===== src/hw/rtl/tpps_pkg.sv =====
// ----------------------------------------------------------------------------
// Torus point projector and shader: shared types and constants
// Q1.15 trig types, the configuration register map and the Q15 multiply
// used by the rotation and shading stages.
// ----------------------------------------------------------------------------
package tpps_pkg;

    // Q1.15 sine/cosine, and a wider form for sums of two Q15 products
    typedef logic signed [15:0] q15_t;
    typedef logic signed [17:0] q15w_t;

    typedef struct packed {
        q15_t sin_theta;
        q15_t cos_theta;
        q15_t sin_phi;
        q15_t cos_phi;
        q15_t sin_a;
        q15_t cos_a;
        q15_t sin_b;
        q15_t cos_b;
    } trig_t;

    typedef enum logic [2:0] {
        CFG_ANGLE_A,
        CFG_ANGLE_B,
        CFG_TUBE_RADIUS,
        CFG_RING_RADIUS,
        CFG_VIEWER_DIST,
        CFG_PROJ_SCALE,
        CFG_CENTER_COL,
        CFG_CENTER_ROW
    } cfg_idx_t;

    localparam int TUBE_W   = 3;
    localparam int RING_W   = 4;
    localparam int VIEW_W   = 6;
    localparam int SCALE_W  = 8;
    localparam int CENTER_W = 7;
    localparam int GLYPH_W  = 4;

    localparam logic [TUBE_W-1:0]   TUBE_RESET   = 3'd1;
    localparam logic [RING_W-1:0]   RING_RESET   = 4'd2;
    localparam logic [VIEW_W-1:0]   VIEW_RESET   = 6'd5;
    localparam logic [SCALE_W-1:0]  SCALE_RESET  = 8'd30;
    localparam logic [CENTER_W-1:0] CCOL_RESET   = 7'd40;
    localparam logic [CENTER_W-1:0] CROW_RESET   = 7'd30;

    localparam int                  LIGHT_SHIFT  = 3;
    localparam logic [GLYPH_W-1:0]  GLYPH_MAX    = 4'd11;
    localparam longint unsigned     HALF_PI_Q30  = 64'd1686629713;

    // Q15 x Q15 -> Q15, truncated toward zero
    function automatic q15w_t mul_q15(input q15w_t a, input q15w_t b);
        logic signed [35:0] p;
        logic signed [35:0] r;
        p = a * b;
        r = (p + (p[35] ? 36'sd32767 : 36'sd0)) >>> 15;
        return r[17:0];
    endfunction

endpackage


===== src/hw/rtl/tpps_proj.sv =====
// ----------------------------------------------------------------------------
// Perspective setup
// Depth w and the column/row numerators, then the grid range test and the
// operands for the quotient pipelines.
// ----------------------------------------------------------------------------
module tpps_proj #(
    parameter int FRACTION_BITS = 16,
    parameter int GRID_SIZE     = 100
) (
    input  logic                               aclk,
    input  logic                               en,
    input  logic signed [FRACTION_BITS+5:0]    x3,
    input  logic signed [FRACTION_BITS+5:0]    y3,
    input  logic signed [FRACTION_BITS+5:0]    z3,
    input  logic [tpps_pkg::GLYPH_W-1:0]       glyph_in,
    input  logic [tpps_pkg::VIEW_W-1:0]        viewer_distance,
    input  logic [tpps_pkg::SCALE_W-1:0]       projection_scale,
    input  logic [tpps_pkg::CENTER_W-1:0]      center_col,
    input  logic [tpps_pkg::CENTER_W-1:0]      center_row,
    output logic [FRACTION_BITS+14:0]          col_num,
    output logic [FRACTION_BITS+14:0]          row_num,
    output logic [FRACTION_BITS+6:0]           depth,
    output logic                               col_ok,
    output logic                               row_ok,
    output logic [tpps_pkg::GLYPH_W-1:0]       glyph_out
);
    import tpps_pkg::*;

    localparam int WW = FRACTION_BITS + 8;
    localparam int NW = FRACTION_BITS + 16;

    // ---- stage 5: depth and numerators ----
    logic signed [WW-1:0] vd_fix;
    logic signed [WW-1:0] w_next;
    logic signed [NW-1:0] cc_w, s_x3, cr_w, s_y3;

    assign vd_fix = $signed(WW'(viewer_distance)) <<< FRACTION_BITS;
    assign w_next = WW'(z3) + vd_fix;
    assign cc_w   = $signed(NW'(center_col)) * NW'(w_next);
    assign s_x3   = $signed(NW'(projection_scale)) * NW'(x3);
    assign cr_w   = $signed(NW'(center_row)) * NW'(w_next);
    assign s_y3   = $signed(NW'(projection_scale)) * NW'(y3);

    logic signed [WW-1:0] w_reg;
    logic signed [NW-1:0] numc_reg, numr_reg;
    logic [GLYPH_W-1:0]   glyph5_reg;

    always_ff @(posedge aclk) begin
        if (en) begin
            w_reg      <= w_next;
            numc_reg   <= cc_w + s_x3;
            numr_reg   <= cr_w + s_y3;
            glyph5_reg <= glyph_in;
        end
    end

    // ---- stage 6: range test; a negative numerator truncates to zero ----
    logic signed [NW-1:0] w_ext, grid_w, negc, negr;
    logic                 w_pos, okc_next, okr_next;

    assign w_ext  = NW'(w_reg);
    assign grid_w = $signed(NW'(GRID_SIZE)) * w_ext;
    assign negc   = -numc_reg;
    assign negr   = -numr_reg;
    assign w_pos  = !w_reg[WW-1] && (w_reg != '0);

    always_comb begin
        okc_next = w_pos && (numc_reg[NW-1] ? (negc < w_ext) : (numc_reg < grid_w));
        okr_next = w_pos && (numr_reg[NW-1] ? (negr < w_ext) : (numr_reg < grid_w));
    end

    logic [NW-2:0]      divc_reg, divr_reg;
    logic [WW-2:0]      den_reg;
    logic               okc_reg, okr_reg;
    logic [GLYPH_W-1:0] glyph6_reg;

    always_ff @(posedge aclk) begin
        if (en) begin
            divc_reg   <= numc_reg[NW-1] ? '0 : numc_reg[NW-2:0];
            divr_reg   <= numr_reg[NW-1] ? '0 : numr_reg[NW-2:0];
            den_reg    <= w_reg[WW-2:0];
            okc_reg    <= okc_next;
            okr_reg    <= okr_next;
            glyph6_reg <= glyph5_reg;
        end
    end

    assign col_num   = divc_reg;
    assign row_num   = divr_reg;
    assign depth     = den_reg;
    assign col_ok    = okc_reg;
    assign row_ok    = okr_reg;
    assign glyph_out = glyph6_reg;

endmodule


===== config.mk =====
export PLATFORM = sky130hd
export DESIGN_NAME = tpps_proj
export DESIGN_NICKNAME = d
export VERILOG_FILES = /design/src/hw/rtl/tpps_pkg.sv /design/src/hw/rtl/tpps_proj.sv
export SDC_FILE = /design/constraint.sdc
export NUM_CORES = 2
export LEC_CHECK = 0
export ABC_CLOCK_PERIOD_IN_PS = 7850
export BUFFER_PORTS_ARGS = -buffer_cell sky130_fd_sc_hd__buf_2
export CORE_MARGIN = 1.5
export CORE_UTILIZATION = 50
export DETAILED_ROUTE_END_ITERATION = 8
export PLACE_DENSITY = 0.7
export SETUP_SLACK_MARGIN = 0.4
export SYNTH_ARGS = -nofsm -noshare
export SYNTH_HDL_FRONTEND = slang
export SYNTH_SLANG_ARGS = --single-unit
export TNS_END_PERCENT = 1

===== constraint.sdc =====
create_clock -name aclk -period 7.85 [get_ports aclk]
set_input_delay 0.785 -clock aclk [delete_from_list [all_inputs] [get_ports aclk]]
set_output_delay 0.785 -clock aclk [all_outputs]
set_load 0.01 [all_outputs]

==> impl_metrics.toml <==
[job]
drv_cap = 0

[clock_tree]
cts.sinks = 183
cts_buffer_depth = 2
cts_max_level = 4
cts_tree = "yes"
numCtsBuffers = 17
clock_latency_ps = 470
path_clk_slew_ps = 80
cts_hold_buf = 0
cts-root-buf = "clkbuf_16"

[route]
num_vias = 26400
route.met2.wl_um = 44200
met1_length_um = 37900
postRouteAntennaNets = 0
wire_per_inst_um = 17.6
wl_um = 89400
dr.first_iter.drc_count = 1170
top_layer_used = "met5"
drc_errors = 32
routed-wl-met3_um = 5600
vias_per_cell = 5.22
dr.pass1.iters = 7

[sta]
skew_ps = 23.2
finalSetupViolCount = 0
slew_viol_final = 0
max_freq_mhz = 139
grt_setup_unrepaired = "yes"
max_slew_margin_pct = 33.5
period_share_pct = 91.7
worst_slack_ps = 650
fin_crit_ps = 7200
hold_viol_final = 0
tightest_slew_ps = 997
setup_tns_ps = 0

[synth]
synth-warning-count = 0
syn_area_per_cell_um2 = 9.45
synth_top_family_by_area = "adder cells"
synth-simple-area-share_pct = 14.7
ys_async_sr_fraction_pct = 0
synthAdderAreaFrac_pct = 50.4
syn-cell-area_um2 = 37100
synth.yosys.seq_area_share_pct = 14.8
synth-compound-area-share_pct = 5.53
synth_cell_types = 62
synth_edf_count = 183
yosys_register_bits = 183
synth_mux_area_share_pct = 0.0270
synth_nets = 5121
synthXorXnorAreaFrac_pct = 3.61
synth_flop_cell = "edfxtp_1"
syn-instance-count = 3925

[worst_setup_path]
crit_required_ps = 8070
ff2ff_path_depth = 22
critPathKind = "input pin to register"
start_kind = "input pin"
cpMostUsedCell = "fa_1"
crit_arrival_ps = 7420
critPathMaxStageDelay_ps = 560
critPathSlowestCell = "fa_1"
critical_path_peak_fanout = 4
end_kind = "register"

[global_routing]
grt_max_degree = 117
grt_pass1_vias = 28000
grt_use_total_pct = 24.4
grt.overflow.total = 0
antenna_found_initial = 17
grt_pass1_wl_um = 144000

[layout]
area_growth_pct = 7.59
multiInputGateArea_um2 = 27500
drive_gt1_share_pct = 7.14
nets = 5287
fin_util_pct = 54.5
register_area_um2 = 5500
final_cell_mix = "inv_1, fa_1, nand2_1"
nFillCells = 6594
final_common_cell = "inv_1"

[die]
die_width_um = 275
fp.dieH_um = 275
rows = 99
die_area_um2 = 75800
core-area_um2 = 73200
ios = 191
start_util_pct = 50.7

[worst_hold_path]
hold_depth = 0
min_path_type = "register to register"

[status]
violations = "design-rule violations"
outcome = "finished with violations"

[placement]
portBuffers = 190
dpl.hpwl_um = 76600
gp_congestion = 0.915
place_ws_ps = 152
## synthesized netlist by cell type (all sizes together) (5+ instances only)
master	instances	area (um^2)
xor2	49	429
nor3	34	170
nand2b	22	145
a2111oi	6	52.6
a31oi	7	43.8
o21ai	55	275
or4	18	154
xnor2	104	911
ha	433	5420
fa	663	13300
and2	276	1730
a211oi	13	97.6
o31ai	7	52.6
nand3	16	80.1
a21oi	107	536
edfxtp	183	5500
nand4	27	169
inv	983	3690
nand2	479	1800
nor4	19	119
clkbuf	99	372
o21a	17	128
or2	5	31.3
nor2b	73	457
or3	14	87.6
a21o	58	435
o21bai	11	82.6
and3	13	81.3
nor2	79	299
o211ai	7	52.6
## kinds of logic after synthesis
kind of cell	count (synthesis)
xor gates and xnor gates	153
buffers and inverters	1082
AOI/OAI and AO/OA	321
adders and majority gates	1096
muxes	1
and+or+nand+nor	1089
DFF	183
## what timing repair did
item / in CTS / in global routing
hold endpoints to repair: 0 / 0
setup buffers: 0 / 3
setup endpoints to repair: 0 / 6
gates resized for setup: 0 / 3
## area by class of cell
| cell class | instances | area share (%) |
|---|---|---|
| Multi-Input combinational cell | 2660 | 69.0 |
| Sequential cell | 183 | 13.8 |
| Inverter | 983 | 9.25 |
| Timing Repair Buffer | 246 | 3.46 |
| Tap cell | 959 | 3.01 |
| Clock buffer | 17 | 1.07 |
| Clock inverter | 14 | 0.408 |
| Antenna cell | 3 | 0.0188 |
## final timing paths
| path | startpoint | end | slack [ps] |
|---|---|---|---|
| min | glyph5_reg[3]$_DFFE_PP_ | glyph_out[3]$_DFFE_PP_ | 420 |
| min reg2reg | glyph5_reg[3]$_DFFE_PP_ | glyph_out[3]$_DFFE_PP_ | 420 |
| max reg2reg | w_reg[3]$_DFFE_PP_ | col_ok$_DFFE_PP_ | 1190 |
| max | z3[16] | numc_reg[28]$_DFFE_PP_ | 650 |
## worst max-delay path: cells and delay by family
family | cells | cell delay [ps]
adder cells (fa/ha/maj) | 9 | 3990
AND/OR/NAND/NOR | 8 | 1200
AO/OA/AOI/OAI | 4 | 730
buffers and inverters | 8 | 610
XOR/XNOR | 1 | 100
## per-layer routing
metal / track usage [%] / vias to the layer above
li1: - / 12300
met1: 30.9 / 13300
met2: 42.8 / 670
met3: 4.79 / 132
met4: 6.30 / 28
met5: 0 / -
## metrics by stage
| stage | area, um^2 | instances | hold slack, ps |
|---|---|---|---|
| final | 39900 | 5065 | 421 |
| after global routing | 39900 | 5064 | 433 |
| after CTS | 39900 | 5059 | 423 |
| after detailed placement | 39300 | 5028 | 406 |
| after global placement | 39300 | 5028 | 403 |
| after floorplan | 37100 | 3925 | 400 |
Power is not shown: default switching activity piles up to over one toggle a cycle in this logic, so the estimate is an artifact.
