==> config.mk <==
export PLATFORM = sky130hd
export DESIGN_NAME = tpps_div
export DESIGN_NICKNAME = d
export VERILOG_FILES = /design/src/hw/rtl/tpps_div.sv
export SDC_FILE = /design/constraint.sdc
export NUM_CORES = 1
export LEC_CHECK = 0
export ABC_AREA = 1
export BUFFER_PORTS_ARGS = -buffer_cell sky130_fd_sc_hd__buf_2
export CORE_AREA = 2 2 244 198
export CTS_BUF_LIST = sky130_fd_sc_hd__clkbuf_16
export DETAILED_ROUTE_END_ITERATION = 16
export DIE_AREA = 0 0 246 200
export HOLD_SLACK_MARGIN = 0.02
export PLACE_DENSITY = 0.71
export SYNTH_ARGS = -nofsm -noshare
export SYNTH_HDL_FRONTEND = slang
export SYNTH_SLANG_ARGS = --single-unit
==> constraint.sdc <==
create_clock -name aclk -period 4.3 [get_ports aclk]
set_input_delay 1.29 -clock aclk [delete_from_list [all_inputs] [get_ports aclk]]
set_output_delay 1.29 -clock aclk [all_outputs]
set_load 0.05 [all_outputs]
==> src/hw/rtl/tpps_div.sv <==
// ----------------------------------------------------------------------------
// Pipelined restoring divider
// One quotient bit per stage, most significant first; the in-range flag
// travels alongside.
// ----------------------------------------------------------------------------
module tpps_div #(
    parameter int NUM_W = 31,
    parameter int DEN_W = 23,
    parameter int QUO_W = 7
) (
    input  logic             aclk,
    input  logic             en,
    input  logic [NUM_W-1:0] num,
    input  logic [DEN_W-1:0] den,
    input  logic             ok_in,
    output logic [QUO_W-1:0] quo,
    output logic             ok_out
);
    localparam int EW = NUM_W + QUO_W;

    logic [NUM_W-1:0] rem_reg [QUO_W-1];
    logic [DEN_W-1:0] den_reg [QUO_W-1];
    logic [QUO_W-1:0] quo_reg [QUO_W];
    logic             ok_reg  [QUO_W];

    for (genvar j = 0; j < QUO_W; j++) begin : g_stage
        localparam int B = QUO_W - 1 - j;

        logic [NUM_W-1:0] rem_in;
        logic [DEN_W-1:0] den_in;
        logic [QUO_W-1:0] quo_in;
        logic             ok_i;
        logic [EW-1:0]    den_sh;
        logic             take;
        logic [QUO_W-1:0] quo_next;

        if (j == 0) begin : g_first
            assign rem_in = num;
            assign den_in = den;
            assign quo_in = '0;
            assign ok_i   = ok_in;
        end else begin : g_next
            assign rem_in = rem_reg[j-1];
            assign den_in = den_reg[j-1];
            assign quo_in = quo_reg[j-1];
            assign ok_i   = ok_reg[j-1];
        end

        assign den_sh = EW'(den_in) << B;
        assign take   = (EW'(rem_in) >= den_sh);

        always_comb begin
            quo_next    = quo_in;
            quo_next[B] = take;
        end

        always_ff @(posedge aclk) begin
            if (en) begin
                quo_reg[j] <= quo_next;
                ok_reg[j]  <= ok_i;
            end
        end

        if (j < QUO_W - 1) begin : g_carry
            always_ff @(posedge aclk) begin
                if (en) begin
                    rem_reg[j] <= take ? (rem_in - den_sh[NUM_W-1:0]) : rem_in;
                    den_reg[j] <= den_in;
                end
            end
        end
    end

    assign quo    = quo_reg[QUO_W-1];
    assign ok_out = ok_reg[QUO_W-1];

endmodule

==> impl_metrics.ini, run 1 <==
[die]
die_area_um2 = 49200
fp-row-count = 71
start_util_pct = 54.7
pin_count = 65
die_h_um = 200
fp.dieW_um = 246
coreArea_um2 = 46600

[clock_network]
post-cts-setup-buffer-count = 0
cts_root_buf = clkbuf_16
clock_sinks = 359
cts_buffer_depth = 3
cts.repair.resized = 0
cts-hold-fix-buffers = 0
cts.htree.levels = 2
clkTransAtPathRegs_ps = 60
cts_tree = yes
cts_buffers = 40
clkLatencyLatePin_ps = 580

[sta]
slew_headroom_pct = 40.3
maxSlewViolCount = 0
setup_violations = 0
rsz0062_at_grt = false
finalCritPeriodShare_pct = 73.7
fin_skew_ps = 27.9
setup-tns-final_ps = 0
max_freq_mhz = 315
layout_setup_ws_ps = 1130
hold_viol_final = 0
period_minus_slack_ps = 3170
worst_pin_slew_ps = 888

[setup_path]
critPathBufInv = 0
cp_cell_sequence = ha_1, a21oi_1, o211ai_1, a21oi_1, nand3_2, nand3_1, nand2_1
crit_cells = 7
crit_type = reg -> reg
r2r_end = rem_reg[2][23]
r2r_setup_slack_ps = 1130
arrival_ps = 3490
rr_worst_depth = 7
worstReg2RegStart = rem_reg[1][26]
cp_slowest_stage_delay_ps = 590
start_kind = flip-flop
cpMostUsedCell = a21oi_1
timing.critical_path.fanout_max = 25
cp.required_ps = 4620
worstSetupStartpoint = rem_reg[1][26]
crit_end = rem_reg[2][23]
cp_top_family = simple AND/OR/NAND/NOR gates
critPathSlowestCell = nand3_2
cp-end-kind = flip-flop

[placed_design]
preCtsSetupSlack_ps = 870
portBuffers = 64
place_hpwl_um = 62200
place_area_um2 = 26500
place.gp.congestion = 0.979

[routing]
avgViaCountPerCell = 5.24
vias = 21900
ant_nets = 0
wl_per_cell_um = 18.1
drtPass1Iterations = 7
routed_wl_um = 75800
drt_iter0_markers = 2568
drc_errors = 0

[finish]
nFillCells = 4415
fin_nets = 3761
n_antenna_cell = 0
fin_util_pct = 59.6
syn2layout_area_growth_pct = 8.85
largest_register_ffs = 186
drive_gt1_share_pct = 5.80
final_area_um2 = 27800
final-seq-area_um2 = 10800
multiInputGateArea_um2 = 11900

[synthesis]
synth_nets = 3671
synthCells = 3447
synth_seq_cells = 359
syn_area_um2 = 25500
syn_avg_cell_area_um2 = 7.41
yosysSeqAreaShare_pct = 42.2
yosys.area.top_type = edfxtp_1
yosys_warnings = 0
netlist.area_leader.share_pct = 42.2
synth_cell_types = 38
synth_area_leaders = edfxtp_1 42%, nand2_1 20%, inv_1 10%

[global_route]
grt_start_max_net_pins = 81
grt_pass1_wl_um = 115000
grt_pass1_vias = 19700
gr-usage-all-layers_pct = 31.3
grt_overflow = 0
antenna_found_initial = 0

[pwr]
p_per_area_nw_per_um2 = 560
ir_drop_v = 0.000337
leakagePower_nw = 14.2

[run]
cap_violations = 0

[hold_path]
hold_class = reg -> reg

[run_status]
run_status = finished, final reports clean
## how the worst min path moves through the flow
stage                             start             to  slack, ps  cells after the start
after floorplan               ok_reg[0]      ok_reg[1]        400                      0
after global placement    quo_reg[5][6]  quo_reg[6][6]        400                      0
after detailed placement  quo_reg[3][3]  quo_reg[4][3]        400                      0
after CTS                 quo_reg[5][3]  quo_reg[6][3]        420                      0
after global routing      quo_reg[5][6]  quo_reg[6][6]        420                      0
final                     quo_reg[5][3]  quo_reg[6][3]        420                      0
## where the power goes
part	internal, mW	switching (mW)
clock network	1.95	1.49
registers	4.84	0.461
logic	2.21	4.62
## worst reg2reg max path, cell delays in order (launching register included)
cell and delay [ps]:
edfxtp_1 390, ha_1 420, a21oi_1 390, o211ai_1 260, a21oi_1 270, nand3_2 590
nand3_1 500, nand2_1 110
## cells in the mapped netlist, drive strengths merged
cell       n
nor2     224
buf       25
nor4       4
nand3    196
ha       161
edfxtp   359
o21bai    13
xor2      63
and2      14
o21a       2
inv      697
fa         6
nand2   1386
a21oi    128
or2        2
nand3b    26
o21ai     39
a211oi     1
and3       3
o211ai     4
a21o       2
xnor2     15
nor2b      1
nor3      34
nand4     42
## through the flow
step | power (mW) | hold slack (ps) | cells
3_3_place_gp | 11.9 | 400 | 4115
4_1_cts | 15.4 | 418 | 4187
2_1_floorplan | 9.94 | 400 | 3447
5_1_grt | 16.6 | 422 | 4187
3_5_place_dp | 12.0 | 405 | 4115
6_report | 15.6 | 416 | 4187
## cell type report
cell class / instances / area share (%)
Multi-Input combinational cell: 2366 / 42.7
Sequential cell: 359 / 38.8
Inverter: 697 / 9.45
Clock buffer: 40 / 3.60
Tap cell: 620 / 2.79
Timing Repair Buffer: 73 / 1.61
Clock inverter: 32 / 1.03
## placed cells by master (no fill, tap or decap), drive strengths merged, types with 4 or more instances in the layout
cell type / synthesis / layout
fa: 6 / 6
edfxtp: 359 / 359
clkinv: 0 / 17
and2: 14 / 14
nor2: 224 / 224
ha: 161 / 161
a21oi: 128 / 128
bufinv: 0 / 4
nand3: 196 / 196
nand4: 42 / 42
xnor2: 15 / 15
nor3: 34 / 34
nand3b: 26 / 26
nor4: 4 / 4
inv: 697 / 705
o211ai: 4 / 4
o21bai: 13 / 13
clkbuf: 0 / 40
o21ai: 39 / 39
xor2: 63 / 63
nand2: 1386 / 1386
buf: 25 / 73
## kinds of logic (layout without fill, tap and decap cells)
| family | count (synthesis) | count (layout) | share of synthesized area (%) |
|---|---|---|---|
| AO/OA/AOI/OAI | 189 | 189 | 4.30 |
| XOR/XNOR | 78 | 78 | 2.68 |
| adder cells (fa/ha/maj) | 167 | 167 | 8.36 |
| buffers and inverters | 722 | 842 | 11.3 |
| flip-flops | 359 | 359 | 42.2 |
| AND/OR/NAND/NOR | 1932 | 1932 | 31.2 |
## layer usage
metal	vias to the layer above	track usage [%]	wire [um]
li1	11000	-	-
met1	9863	48.0	36000
met2	974	42.5	28500
met3	95	9.51	9570
met4	0	7.61	1680
met5	-	0	0
(Power assumes the default switching activity.)
==> inputs of run 2 (changes only) <==
==> constraint.sdc (replaced) <==
create_clock -name aclk -period 3 [get_ports aclk]
set_input_delay 0.9 -clock aclk [delete_from_list [all_inputs] [get_ports aclk]]
set_output_delay 0.9 -clock aclk [all_outputs]
set_load 0.05 [all_outputs]
==> impl_metrics.ini, run 2 (synthesized netlist as in run 1, its figures left out) <==
[run_status]
run_status = finished, final reports clean

[setup_path]
cp-end-kind = flip-flop
rr_worst_depth = 8
arrival_ps = 3090
cp.required_ps = 3340
start_kind = flip-flop
timing.critical_path.fanout_max = 14
crit_type = reg -> reg

[routing]
dr_wl_met2_um = 29500
routed_wl_um = 76900
wl_met3_um = 9010
vias = 22300
drtPass1Iterations = 6
wl_per_cell_um = 18.1
drt_iter0_markers = 2904
avgViaCountPerCell = 5.26
ant_nets = 0
wl_met1_um = 37000
drc_errors = 0
top_layer_used = met5

[sta]
hold_viol_final = 0
slew_headroom_pct = 55.0
layout_setup_ws_ps = 247
setup-tns-final_ps = 0
max_freq_mhz = 363
maxSlewViolCount = 0
period_minus_slack_ps = 2750
fin_skew_ps = 23.3
setup_violations = 0
finalCritPeriodShare_pct = 91.8
rsz0062_at_grt = false
worst_pin_slew_ps = 669

[clock_network]
clkTransAtPathRegs_ps = 60
clkLatencyLatePin_ps = 590
cts-hold-fix-buffers = 0
post-cts-setup-buffer-count = 0
cts_buffer_depth = 3
cts_root_buf = clkbuf_16
cts_tree = yes
cts.htree.levels = 2
cts_buffers = 41
clock_sinks = 359
cts.repair.resized = 0

[finish]
drive_gt1_share_pct = 7.26
layout_common_cells = 1377 x nand2_1, 692 x inv_1, 359 x edfxtp_1
fin_nets = 3819
final_cells = 4243
n_antenna_cell = 0
largest_register_ffs = 186
layout_commonest_cell = nand2_1
syn2layout_area_growth_pct = 11.1
nFillCells = 4260

[global_route]
grt_pass1_wl_um = 118000
grt_pass1_vias = 20400
grt_overflow = 0
antenna_found_initial = 2
gr-usage-all-layers_pct = 32.0
grt_start_max_net_pins = 71

[pwr]
p_per_area_nw_per_um2 = 804
pwr-share-seq_pct = 33.3
sw_frac_of_total_pct = 41.7
ir_drop_v = 0.000524
p_clk_share_pct = 22.7
comb_power_share_pct = 43.9
p_int_mw = 13.3
leakagePower_nw = 14.5
netSwitchingPower_mw = 9.50
p_total_mw = 22.8

[hold_path]
hold_class = reg -> reg
hold_depth = 0

[placed_design]
place.gp.congestion = 0.993
portBuffers = 64
preCtsSetupSlack_ps = -9.33
dp.cells = 4172
place_hpwl_um = 63700

[die]
fp-row-count = 71
fp.dieW_um = 246
start_util_pct = 54.7
die_area_um2 = 49200
pin_count = 65
die_h_um = 200
coreArea_um2 = 46600

[run]
cap_violations = 0
==> run 2: cell count changes in the layout (fill, tap and decap cells not counted), sizes merged <==
cell / delta
clkbuf: +1
clkinv: -4
bufinv: +2
buf: +57
==> run 2: power by group through the flow <==
stage                     Clock (mW)  Sequential (mW)  Combinational [mW]
after global routing            5.47             7.67                11.2
after floorplan                    0             7.38                6.86
after global placement             0             7.65                9.58
after CTS                       5.27             7.58                9.75
after detailed placement           0             7.67                9.69
final                           5.18             7.60                10.0
==> run 2: final cells by class <==
| class | count | area (um2) | share of cell area [%] |
|---|---|---|---|
| Tap cell | 620 | 776 | 2.74 |
| Clock inverter | 30 | 348 | 1.23 |
| Inverter | 697 | 2630 | 9.26 |
| Sequential cell | 359 | 10800 | 38.0 |
| Clock buffer | 41 | 1030 | 3.62 |
| Multi-Input combinational cell | 2366 | 11900 | 41.9 |
| Timing Repair Buffer | 130 | 926 | 3.26 |
==> run 2: per-stage QoR <==
step	hold WS [ps]	util [%]	instance area [um2]
4_1_cts	415	60.8	28400
6_report	415	60.8	28400
3_5_place_dp	405	57.9	27000
2_1_floorplan	400	-	25500
5_1_grt	427	60.8	28400
3_3_place_gp	400	57.9	27000
==> run 2: worst paths after layout <==
path	start	endpoint	slack, ps
worst max-delay path	rem_reg[1][24]	rem_reg[2][5]	250
worst min-delay path	quo_reg[1][5]	quo_reg[2][5]	420
worst max register to register	rem_reg[1][24]	rem_reg[2][5]	250
worst min register to register	quo_reg[1][5]	quo_reg[2][5]	420
==> run 2: metal layers <==
| layer | GRT usage [%] | up-vias |
|---|---|---|
| met5 | 0 | - |
| met4 | 6.55 | 4 |
| met3 | 8.21 | 98 |
| met2 | 44.0 | 986 |
| met1 | 50.1 | 10100 |
| li1 | - | 11100 |
==> run 2: worst max-delay path, stage by stage, from the launching register on <==
cell and delay, ps:
edfxtp_1 390, ha_1 410, a21oi_1 420, o211ai_1 210
a21oi_1 260, nand3_2 340, buf_4 330, nand2_1 90
nand2_1 60
